<file path="src/rtl/core/msie_pkg.sv">
// Package with opcode, function and type definitions for the integer subset executor.
package msie_pkg;

   localparam logic [5:0] OP_SPECIAL = 6'h00;
   localparam logic [5:0] OP_J       = 6'h02;
   localparam logic [5:0] OP_JAL     = 6'h03;
   localparam logic [5:0] OP_BEQ     = 6'h04;
   localparam logic [5:0] OP_BNE     = 6'h05;
   localparam logic [5:0] OP_ADDI    = 6'h08;
   localparam logic [5:0] OP_ADDIU   = 6'h09;
   localparam logic [5:0] OP_SLTI    = 6'h0a;
   localparam logic [5:0] OP_SLTIU   = 6'h0b;
   localparam logic [5:0] OP_ANDI    = 6'h0c;
   localparam logic [5:0] OP_ORI     = 6'h0d;
   localparam logic [5:0] OP_LUI     = 6'h0f;
   localparam logic [5:0] OP_LW      = 6'h23;
   localparam logic [5:0] OP_LBU     = 6'h24;
   localparam logic [5:0] OP_LHU     = 6'h25;
   localparam logic [5:0] OP_SB      = 6'h28;
   localparam logic [5:0] OP_SH      = 6'h29;
   localparam logic [5:0] OP_SW      = 6'h2b;

   localparam logic [5:0] FN_JR   = 6'h08;
   localparam logic [5:0] FN_ADD  = 6'h20;
   localparam logic [5:0] FN_ADDU = 6'h21;
   localparam logic [5:0] FN_SUB  = 6'h22;
   localparam logic [5:0] FN_SUBU = 6'h23;
   localparam logic [5:0] FN_AND  = 6'h24;
   localparam logic [5:0] FN_OR   = 6'h25;
   localparam logic [5:0] FN_NOR  = 6'h27;
   localparam logic [5:0] FN_SLT  = 6'h2a;
   localparam logic [5:0] FN_SLTU = 6'h2b;

   typedef enum logic [3:0] {
      ALU_ADD, ALU_SUB, ALU_AND, ALU_OR, ALU_NOR, ALU_SLT, ALU_SLTU,
      ALU_ANDI, ALU_ORI, ALU_LUI, ALU_LINK, ALU_NONE
   } alu_op_type;

   typedef enum logic [2:0] {
      NXT_SEQ, NXT_JR, NXT_JUMP, NXT_BEQ, NXT_BNE, NXT_HOLD
   } next_sel_type;

   // Decoded instruction handed from the front part to the back part.
   typedef struct packed {
      logic [31:0]  word;
      logic         fault;
      alu_op_type   alu_op;
      next_sel_type next_sel;
      logic         use_imm;
      logic         reg_write;
      logic [4:0]   dest;
      logic         is_load;
      logic         is_store;
      logic [2:0]   nbytes;
   } decoded_type;

   typedef enum logic [1:0] {
      ST_CLEAR, ST_EXEC, ST_WAIT
   } state_type;

endpackage

</file>
<file path="src/rtl/core/msie_decode.sv">
// Front part: accepts instruction transactions, classifies them and queues them.
module msie_decode (
   input  logic                  clock,
   input  logic                  reset,
   input  logic                  req_valid,
   output logic                  req_ready,
   input  logic [31:0]           req_instr_word,
   output logic                  dec_valid,
   input  logic                  dec_ready,
   output msie_pkg::decoded_type dec_item
);

   msie_pkg::decoded_type d;
   msie_pkg::decoded_type q_ff [2];
   msie_pkg::decoded_type q_in;
   logic [1:0] cnt_ff, cnt_in;
   logic       rd_ff, rd_in, wr_ff, wr_in;
   logic [5:0] op, fn;

   assign op = req_instr_word[31:26];
   assign fn = req_instr_word[5:0];

   always_comb begin
      d = '0;
      d.word     = req_instr_word;
      d.alu_op   = msie_pkg::ALU_NONE;
      d.next_sel = msie_pkg::NXT_SEQ;
      d.dest     = req_instr_word[20:16];
      case (op)
         msie_pkg::OP_SPECIAL: begin
            d.dest = req_instr_word[15:11];
            d.reg_write = 1'b1;
            case (fn)
               msie_pkg::FN_JR: begin
                  d.reg_write = 1'b0;
                  d.next_sel = msie_pkg::NXT_JR;
               end
               msie_pkg::FN_ADD, msie_pkg::FN_ADDU: d.alu_op = msie_pkg::ALU_ADD;
               msie_pkg::FN_SUB, msie_pkg::FN_SUBU: d.alu_op = msie_pkg::ALU_SUB;
               msie_pkg::FN_AND:  d.alu_op = msie_pkg::ALU_AND;
               msie_pkg::FN_OR:   d.alu_op = msie_pkg::ALU_OR;
               msie_pkg::FN_NOR:  d.alu_op = msie_pkg::ALU_NOR;
               msie_pkg::FN_SLT:  d.alu_op = msie_pkg::ALU_SLT;
               msie_pkg::FN_SLTU: d.alu_op = msie_pkg::ALU_SLTU;
               default: begin
                  d.fault = 1'b1;
                  d.reg_write = 1'b0;
               end
            endcase
         end
         msie_pkg::OP_J: d.next_sel = msie_pkg::NXT_JUMP;
         msie_pkg::OP_JAL: begin
            d.next_sel = msie_pkg::NXT_JUMP;
            d.reg_write = 1'b1;
            d.dest = 5'd31;
            d.alu_op = msie_pkg::ALU_LINK;
         end
         msie_pkg::OP_BEQ: d.next_sel = msie_pkg::NXT_BEQ;
         msie_pkg::OP_BNE: d.next_sel = msie_pkg::NXT_BNE;
         msie_pkg::OP_ADDI, msie_pkg::OP_ADDIU: begin
            d.reg_write = 1'b1; d.use_imm = 1'b1; d.alu_op = msie_pkg::ALU_ADD;
         end
         msie_pkg::OP_SLTI: begin
            d.reg_write = 1'b1; d.use_imm = 1'b1; d.alu_op = msie_pkg::ALU_SLT;
         end
         msie_pkg::OP_SLTIU: begin
            d.reg_write = 1'b1; d.use_imm = 1'b1; d.alu_op = msie_pkg::ALU_SLTU;
         end
         msie_pkg::OP_ANDI: begin
            d.reg_write = 1'b1; d.alu_op = msie_pkg::ALU_ANDI;
         end
         msie_pkg::OP_ORI: begin
            d.reg_write = 1'b1; d.alu_op = msie_pkg::ALU_ORI;
         end
         msie_pkg::OP_LUI: begin
            d.reg_write = 1'b1; d.alu_op = msie_pkg::ALU_LUI;
         end
         msie_pkg::OP_LW: begin
            d.reg_write = 1'b1; d.is_load = 1'b1; d.nbytes = 3'd4;
         end
         msie_pkg::OP_LBU: begin
            d.reg_write = 1'b1; d.is_load = 1'b1; d.nbytes = 3'd1;
         end
         msie_pkg::OP_LHU: begin
            d.reg_write = 1'b1; d.is_load = 1'b1; d.nbytes = 3'd2;
         end
         msie_pkg::OP_SB: begin
            d.is_store = 1'b1; d.nbytes = 3'd1;
         end
         msie_pkg::OP_SH: begin
            d.is_store = 1'b1; d.nbytes = 3'd2;
         end
         msie_pkg::OP_SW: begin
            d.is_store = 1'b1; d.nbytes = 3'd4;
         end
         default: d.fault = 1'b1;
      endcase
      if (d.fault) d.next_sel = msie_pkg::NXT_HOLD;
      if (d.dest == 5'd0) d.reg_write = 1'b0;
   end

   // Two-entry queue.
   assign req_ready = (cnt_ff != 2'd2);
   assign dec_valid = (cnt_ff != 2'd0);
   assign dec_item  = q_ff[rd_ff];

   always_comb begin
      cnt_in = cnt_ff;
      rd_in  = rd_ff;
      wr_in  = wr_ff;
      q_in   = d;
      if (req_valid && req_ready) begin
         wr_in = ~wr_ff;
         cnt_in = cnt_in + 2'd1;
      end
      if (dec_valid && dec_ready) begin
         rd_in = ~rd_ff;
         cnt_in = cnt_in - 2'd1;
      end
   end

   always_ff @(posedge clock) begin
      if (reset) begin
         cnt_ff <= 2'd0;
         rd_ff  <= 1'b0;
         wr_ff  <= 1'b0;
      end else begin
         cnt_ff <= cnt_in;
         rd_ff  <= rd_in;
         wr_ff  <= wr_in;
      end
      if (req_valid && req_ready) q_ff[wr_ff] <= q_in;
   end

endmodule

</file>
<file path="config.mk">
export PLATFORM = sky130hd
export DESIGN_NAME = msie_decode
export DESIGN_NICKNAME = d
export VERILOG_FILES = /design/src/rtl/core/msie_pkg.sv /design/src/rtl/core/msie_decode.sv
export SDC_FILE = /design/constraint.sdc
export NUM_CORES = 1
export LEC_CHECK = 0
export ABC_AREA = 1
export BUFFER_PORTS_ARGS = -buffer_cell sky130_fd_sc_hd__buf_4
export CAP_MARGIN = 20
export CORE_ASPECT_RATIO = 1.75
export CORE_MARGIN = 2
export CORE_UTILIZATION = 50
export DETAILED_ROUTE_END_ITERATION = 8
export HOLD_SLACK_MARGIN = 0.08
export MAX_ROUTING_LAYER = met4
export PLACE_DENSITY = 0.73
export SLEW_MARGIN = 20
export SYNTH_ARGS = -nofsm -noshare
export SYNTH_HDL_FRONTEND = slang
export SYNTH_SLANG_ARGS = --single-unit
</file>
<file path="constraint.sdc">
create_clock -name clock -period 8.8 [get_ports clock]
set_input_delay 0.44 -clock clock [delete_from_list [all_inputs] [get_ports clock]]
set_output_delay 0.44 -clock clock [all_outputs]
set_load 0.1 [all_outputs]
</file>
==> results.md, run 1 <==
* Max-slew headroom at 0.517
* Crit path buffers/inverters at 2
* Worst reg2reg path depth at 6
* Final hold violations at 0
* Slew Viols, Final at 0
* Final setup fails at 0
* Sequential-to-total area share from yosys stat at 0.693
* Chip width at 76.9 um
* Max_cap viols at 0
* RSZ-0062 raised after global routing: false
* GRT busiest layer: met2
* Setup Buffers After CTS at 0
* CTS sink count at 109
* Leakage at 2.30 nW
* Cell area after layout at 5780 um2
* Core area at 9040 um2
* Initial antenna violation count at 0
* M3 GR Usage at 0.0446
* Syn Std Cell Area at 4650 um2
* Most frequent CP cell: buf_4
* Htree depth at 3
* Area Overhead vs Synth at 24.3%
* Power Density at 308 nW/um2
* Initial Util at 0.515
* WS Path Type: reg -> out
* Critical Path RT at between 8 and 9 ns
* CTS tree: yes
* Seq cells post-synth at 109
* Crit path launch type: flip-flop
* Largest stage delay, worst path at roughly 0.54 ns
* Seq pwr share at 0.365
* Die area at around 10000 um2
* Fin Clk Skew at approximately 0.0054 ns
* Synth Instances at 339
* Family with the most delay on the worst path: buffers and inverters
* Cts bufs inserted at 9
* Fin cells at 560
* Yosys cell types at 29
* CTS max path bufs at 2
* Hold_buf cts at 0
* # rows at 46
* Minimum clock period at 2.41 ns
* Proportion of layout cells with a drive suffix above 1 at 0.393
* Fin crit share at 0.273
* WL/cell at between 15 and 20 um
* Peak supply drop at 0.212 mV
* Drt initial violations at 177
* Synthesized area per cell at 13.7 um2
* Setup TNS at 0 ns
* Worst-Skew Late Latency at 0.34 ns
* Power Total at 1.78 mW
* GPL Wtd Cong at slightly below 0.9
* Vias per std cell at 5.05
* Detail Route Antenna Nets at 0
* DR DRC count at 0
* Highest clock rate at 0.416 GHz
* Grt ovf at 0
* Nets@finish at 473
* Crit path cell chain: buf_4 -> mux2_2 -> buf_4
* Final Core Density at 0.640
* Clock transition at the registers of the reported paths at 0.07 ns
* Largest net degree at the start of global routing at 48
* DP HPWL at 5.90 mm
* CP Max Fanout at 47
* Diode count at 0
* Hold Crit Depth at 1
* Sw Share at 0.415
* Die height at 132 um
* Part of the power in combinational logic at 0.404
* Slew @ Worst Pin at 0.722 ns
* Int Pwr at 1.04 mW
* Placed inst area at 5470 um2
* Sw Pwr at 738 uW
* Root Driver: clkbuf_16
* Vias in the first global route at approximately 2900
* Yosys Warn Count at 0
* Clock share of power at 0.232
* Met1 Use GR at 0.194
* Routed WL at 8.44 mm
* M2 GR Usage at 0.311
* I/O Buffers at 89
* Post-CTS sizing at 0
* Status: finished clean
* Placed insts at 544
* CP Capture Type: output pin
* All-Layer GR Usage at 0.178
* Levels on crit path at 3
* First-pass GRT wire length at 13.6 mm
* Routed via count at ~2800
* Slowest-stage cell, CP: buf_4
* Detailed Routing Iterations Pass 1 at 4
* Io pins at 90
* Hold Crit Class: in -> reg
* Critical Path AT at 1.97 ns
* Mapped Nets at about 380
cells in the mapped netlist, drive strengths merged:
cell type | instances | share of area
o21a | 1 | 0.0016
buf | 6 | 0.0078
o211ai | 1 | 0.0016
nor4 | 2 | 0.0027
edfxtp | 104 | 0.67
nand4 | 8 | 0.011
mux2 | 52 | 0.13
nor2 | 33 | 0.035
dfxtp | 5 | 0.022
a21oi | 6 | 0.0065
o21ai | 4 | 0.0043
xor2 | 1 | 0.0019
or2 | 1 | 0.0013
nand3b | 1 | 0.0016
nand2 | 52 | 0.044
nor3 | 4 | 0.0043
o22ai | 1 | 0.0013
ha | 2 | 0.0054
nand3 | 20 | 0.023
inv | 34 | 0.027
clkbuf | 1 | 0.00081
metal layers:
metal,share of wire,wire [um]
met1,0.38,3240
met2,0.57,4780
met3,0.036,302
met4,0.013,112
met5,0,0
stage by stage:
step,hold slack (ns),setup WS (ns)
floorplan,0.472,4.64
global placement,0.486,6.53
detailed placement,0.506,6.44
CTS,0.276,6.37
global route,0.268,6.28
finish,0.281,6.39
registers in the layout, summed over array words and instances, names as in the netlist, named ones only:
signal / flops
cnt_ff: 2
q_ff: 104
rd_ff: 1
wr_ff: 1
area by class of cell:
| cell class | count | area, um2 |
|---|---|---|
| fill | 710 | 3250 |
| sequential | 109 | 3220 |
| multi-input combinational | 189 | 1280 |
| timing repair buffer | 92 | 691 |
| clock buffer | 12 | 236 |
| tap | 120 | 150 |
| inverter | 34 | 128 |
| clock inverter | 4 | 75.1 |
layout by cell type (no fill, tap or decap), drive strengths merged:
| cell type | Yosys | layout |
|---|---|---|
| a21oi | 6 | 6 |
| buf | 6 | 92 |
| bufinv | 0 | 2 |
| clkbuf | 1 | 12 |
| clkinvlp | 0 | 2 |
| dfxtp | 5 | 5 |
| edfxtp | 104 | 104 |
| ha | 2 | 2 |
| inv | 34 | 34 |
| mux2 | 52 | 52 |
| nand2 | 52 | 52 |
| nand3 | 20 | 20 |
| nand3b | 1 | 1 |
| nand4 | 8 | 8 |
| nor2 | 33 | 33 |
| nor3 | 4 | 4 |
| nor4 | 2 | 2 |
| o211ai | 1 | 1 |
| o21a | 1 | 1 |
| o21ai | 4 | 4 |
| o22ai | 1 | 1 |
| or2 | 1 | 1 |
| xor2 | 1 | 1 |
logic make-up after synthesis:
kind of cell | synth area share
and+or+nand+nor | 0.123
DFF | 0.693
muxes | 0.126
buffers and inverters | 0.0360
AOI/OAI and AO/OA | 0.0153
adders and majority gates | 0.00538
xor gates and xnor gates | 0.00188
worst paths after layout:
| check | slack [ns] | endpoint | start |
|---|---|---|---|
| setup / recovery | 6.39 | dec_item[3] | flip-flop |
| hold / removal | 0.28 | q_ff[0][29]$_DFFE_PP_ | req_instr_word[9] |
| setup reg to reg | 6.46 | q_ff[1][2]$_DFFE_PP_ | cnt_ff[0]$_SDFF_PP0_ |
| hold reg to reg | 0.51 | rd_ff$_SDFFE_PP0P_ | rd_ff$_SDFFE_PP0P_ |
power groups by stage:
stage	Clock [mW]	Combinational [mW]	Sequential, mW
final	0.412	0.718	0.649
after global routing	0.438	0.743	0.655
after CTS	0.418	0.724	0.650
after detailed placement	0	0.721	0.661
after global placement	0	0.718	0.658
after floorplan	0	0.587	0.658
(Power assumes the default switching activity.)
==> inputs of run 2 (changes only) <==
--- a/config.mk
+++ b/config.mk
@@ -5,16 +5,16 @@
 export SDC_FILE = /design/constraint.sdc
 export NUM_CORES = 1
 export LEC_CHECK = 0
-export ABC_AREA = 1
+export ABC_AREA = 0
 export BUFFER_PORTS_ARGS = -buffer_cell sky130_fd_sc_hd__buf_4
 export CAP_MARGIN = 20
 export CORE_ASPECT_RATIO = 1.75
 export CORE_MARGIN = 2
-export CORE_UTILIZATION = 50
+export CORE_UTILIZATION = 49
 export DETAILED_ROUTE_END_ITERATION = 8
 export HOLD_SLACK_MARGIN = 0.08
 export MAX_ROUTING_LAYER = met4
-export PLACE_DENSITY = 0.73
+export PLACE_DENSITY = 0.75
 export SLEW_MARGIN = 20
 export SYNTH_ARGS = -nofsm -noshare
 export SYNTH_HDL_FRONTEND = slang
==> constraint.sdc (replaced) <==
create_clock -name clock -period 2 [get_ports clock]
set_input_delay 0.1 -clock clock [delete_from_list [all_inputs] [get_ports clock]]
set_output_delay 0.1 -clock clock [all_outputs]
set_load 0.1 [all_outputs]
==> results.md, run 2 <==
* Seq cells post-synth at 109
* Highest clock rate at 0.530 GHz
* Critical Path RT at 2.08 ns
* Routed wire length on met2 at 5.69 mm
* Ys async rst share at 0
* Synth Instances at roughly 300
* Slew Viols, Final at 0
* Final-layout fill cell count at between 600 and 700
* I/O Buffers at 89
* Synth cell count leaders: edfxtp_1 (104), mux2_2 (52), nand2_1 (19), nor2_1 (15), nand3_1 (12)
* Root Driver: clkbuf_16
* CTS sink count at approximately 110
* WL met1 at about 3.6 mm
* Highest-count cells in the layout ignoring fill and taps: edfxtp_1 (104), buf_4 (95), mux2_2 (52)
* Initial Util at 0.506
* Int Pwr at 5.44 mW
* Die height at ~130 um
* DP HPWL at 6.75 mm
* Max-slew headroom at 0.721
* Minimum clock period at roughly 1.9 ns
* Proportion of layout cells with a drive suffix above 1 at 0.407
* Final setup fails at 0
* Reg area at around 3200 um2
* Power Total at 10.2 mW
* Drt initial violations at 157
* Largest register FFs at approximately 100
* # rows at 46
* All-Layer GR Usage at 0.203
* Max_cap viols at 0
* Ys flop type: edfxtp_1
* Chip width at ~77 um
* GPL Wtd Cong at 0.883
* Setup TNS at 0 ns
* CTS tree: yes
* Count leader, synth: edfxtp_1
* Min-delay src: req_valid
* Biggest register: q_ff
* WL/cell at between 15 and 20 um
* Worst reg2reg endpoint: q_ff[1][35]$_DFFE_PP_
* Final hold violations at 0
* Fin Clk Skew at 0.00942 ns
* Area Overhead vs Synth at 33.9%
* Routed via count at just under 3000
* CTS max path bufs at 2
* Diode count at 0
* CP Capture Type: flip-flop
* Synthesized area per cell at 15.2 um2
* Detail Route Antenna Nets at 0
* Yosys cell types at 43
* Htree depth at 3
* Hold WS at about 0.21 ns
* CP Max Fanout at 15
* Critical Path Source: req_instr_word[27]
* Routed WL at 9.71 mm
* Sw Pwr at approximately 4.8 mW
* Peak supply drop at around 1.4 mV
* Critical Path AT at 1.97 ns
* Worst r2r src: cnt_ff[0]$_SDFF_PP0_
* Sw Share at 0.468
* Hold Crit Depth at 5
* Leakage at 2.26 nW
* Ranking of synthesized cells by area: edfxtp_1 (68%), mux2_2 (13%), dfxtp_1 (2.2%)
* Setup Buffers After CTS at 0
* Number of synthesized flops with an enable pin at about 100
* Part of the power in combinational logic at 0.507
* Slew @ Worst Pin at 0.417 ns
* Worst-Skew Late Latency at 0.34 ns
* Hold Crit Class: in -> reg
* Crit path launch type: input pin
* Vias per std cell at between 5 and 6
* Vias in the first global route at 3029
* Multi-input gate area at 1310 um2
* Syn Std Cell Area at 4600 um2
* Worst reg2reg path depth at 5
* Fin crit share at 0.944
* Sequential-to-total area share from yosys stat at 0.701
* WS Path Type: in -> reg
* Mapped Nets at between 300 and 400
* Share of the synthesized area in the top cell type at 0.679
* Io pins at 90
* Seq pwr share at 0.302
* First-pass GRT wire length at 15.3 mm
* RSZ-0062 raised after global routing: false
* Hold endpoint: cnt_ff[1]$_SDFF_PP0_
* Detailed Routing Iterations Pass 1 at 4
* Nets@finish at between 400 and 500
* Top Registers: q_ff (104), cnt_ff (2)
* Most common cell after layout, fill and taps aside: edfxtp_1
* Die area at 10200 um2
* R2R setup slack at 0.25 ns
* Area leader, netlist: edfxtp_1
* Core area at 9090 um2
* Clock transition at the registers of the reported paths at roughly 0.07 ns
* Clock share of power at 0.192
* Initial antenna violation count at 0
* Cts bufs inserted at 9
* Yosys Warn Count at 0
* WL met3 at 290 um
* DR DRC count at 0
* Top sig layer: met4
* Power Density at 1660 nW/um2
* Status: finished clean
* Grt ovf at 0
* Largest net degree at the start of global routing at 33
run 2: kinds of logic after synthesis:
kind of cell / count (synthesis) / synth area share
mux: 52 / 0.127
flops: 109 / 0.701
fa+ha+maj: 2 / 0.00544
buf+inv: 21 / 0.0199
xor+xnor: 4 / 0.00762
simple gates: 83 / 0.0922
compound gates: 32 / 0.0468
run 2: final cells by class:
cell class                 instances  share of cell area
clock buffer                      10              0.0372
clock inverter                     6              0.0181
inverter                           8             0.00488
multi-input combinational        173               0.213
sequential                       109               0.524
tap                              120              0.0244
timing repair buffer             131               0.179
run 2: worst max-delay path by stage:
| stage | endpoint | cells past startpoint |
|---|---|---|
| final | q_ff[1][12]$_DFFE_PP_ | 7 |
| after global routing | q_ff[1][12]$_DFFE_PP_ | 7 |
| after CTS | q_ff[1][10]$_DFFE_PP_ | 7 |
| after detailed placement | q_ff[1][31]$_DFFE_PP_ | 5 |
| after global placement | q_ff[1][31]$_DFFE_PP_ | 5 |
| after floorplan | q_ff[0][0]$_DFFE_PP_ | 4 |
run 2: worst max-delay path, cell delays in order:
cell and delay [ns]:
dlygate4sd3_1 0.53, buf_4 0.19, nor2b_1 0.16, a211oi_2 0.24, a221oi_1 0.08, a311o_1 0.39
or2_1 0.27
run 2: repair_timing:
action,CTS,global route
hold buffers,33,0
gates resized for setup,0,1
endpoints found under the hold margin,69,0
setup endpoints to repair,0,2
run 2: metrics by stage:
stage	std cells	util	instance area [um2]	setup WS [ns]
5_1_grt	557	0.677	6160	0.0426
3_3_place_gp	508	0.603	5480	0.338
4_1_cts	557	0.676	6150	0.0931
2_1_floorplan	303	-	4620	0.0306
6_report	557	0.677	6160	0.112
3_5_place_dp	508	0.603	5480	0.260
run 2: power by group through the flow:
stage               sequential, mW  clock [mW]  combinational (mW)
global placement              3.12           0                5.13
floorplan                     3.10           0                4.13
finish                        3.09        1.96                5.19
detailed placement            3.14           0                5.15
CTS                           3.09        2.00                5.22
global route                  3.12        2.10                5.34
run 2: per-layer routing:
metal | vias to the layer above | GRT usage
met5 | - | -
met4 | 0 | 0.0694
met3 | 12 | 0.0397
met2 | 65 | 0.377
met1 | 1439 | 0.208
li1 | 1405 | -
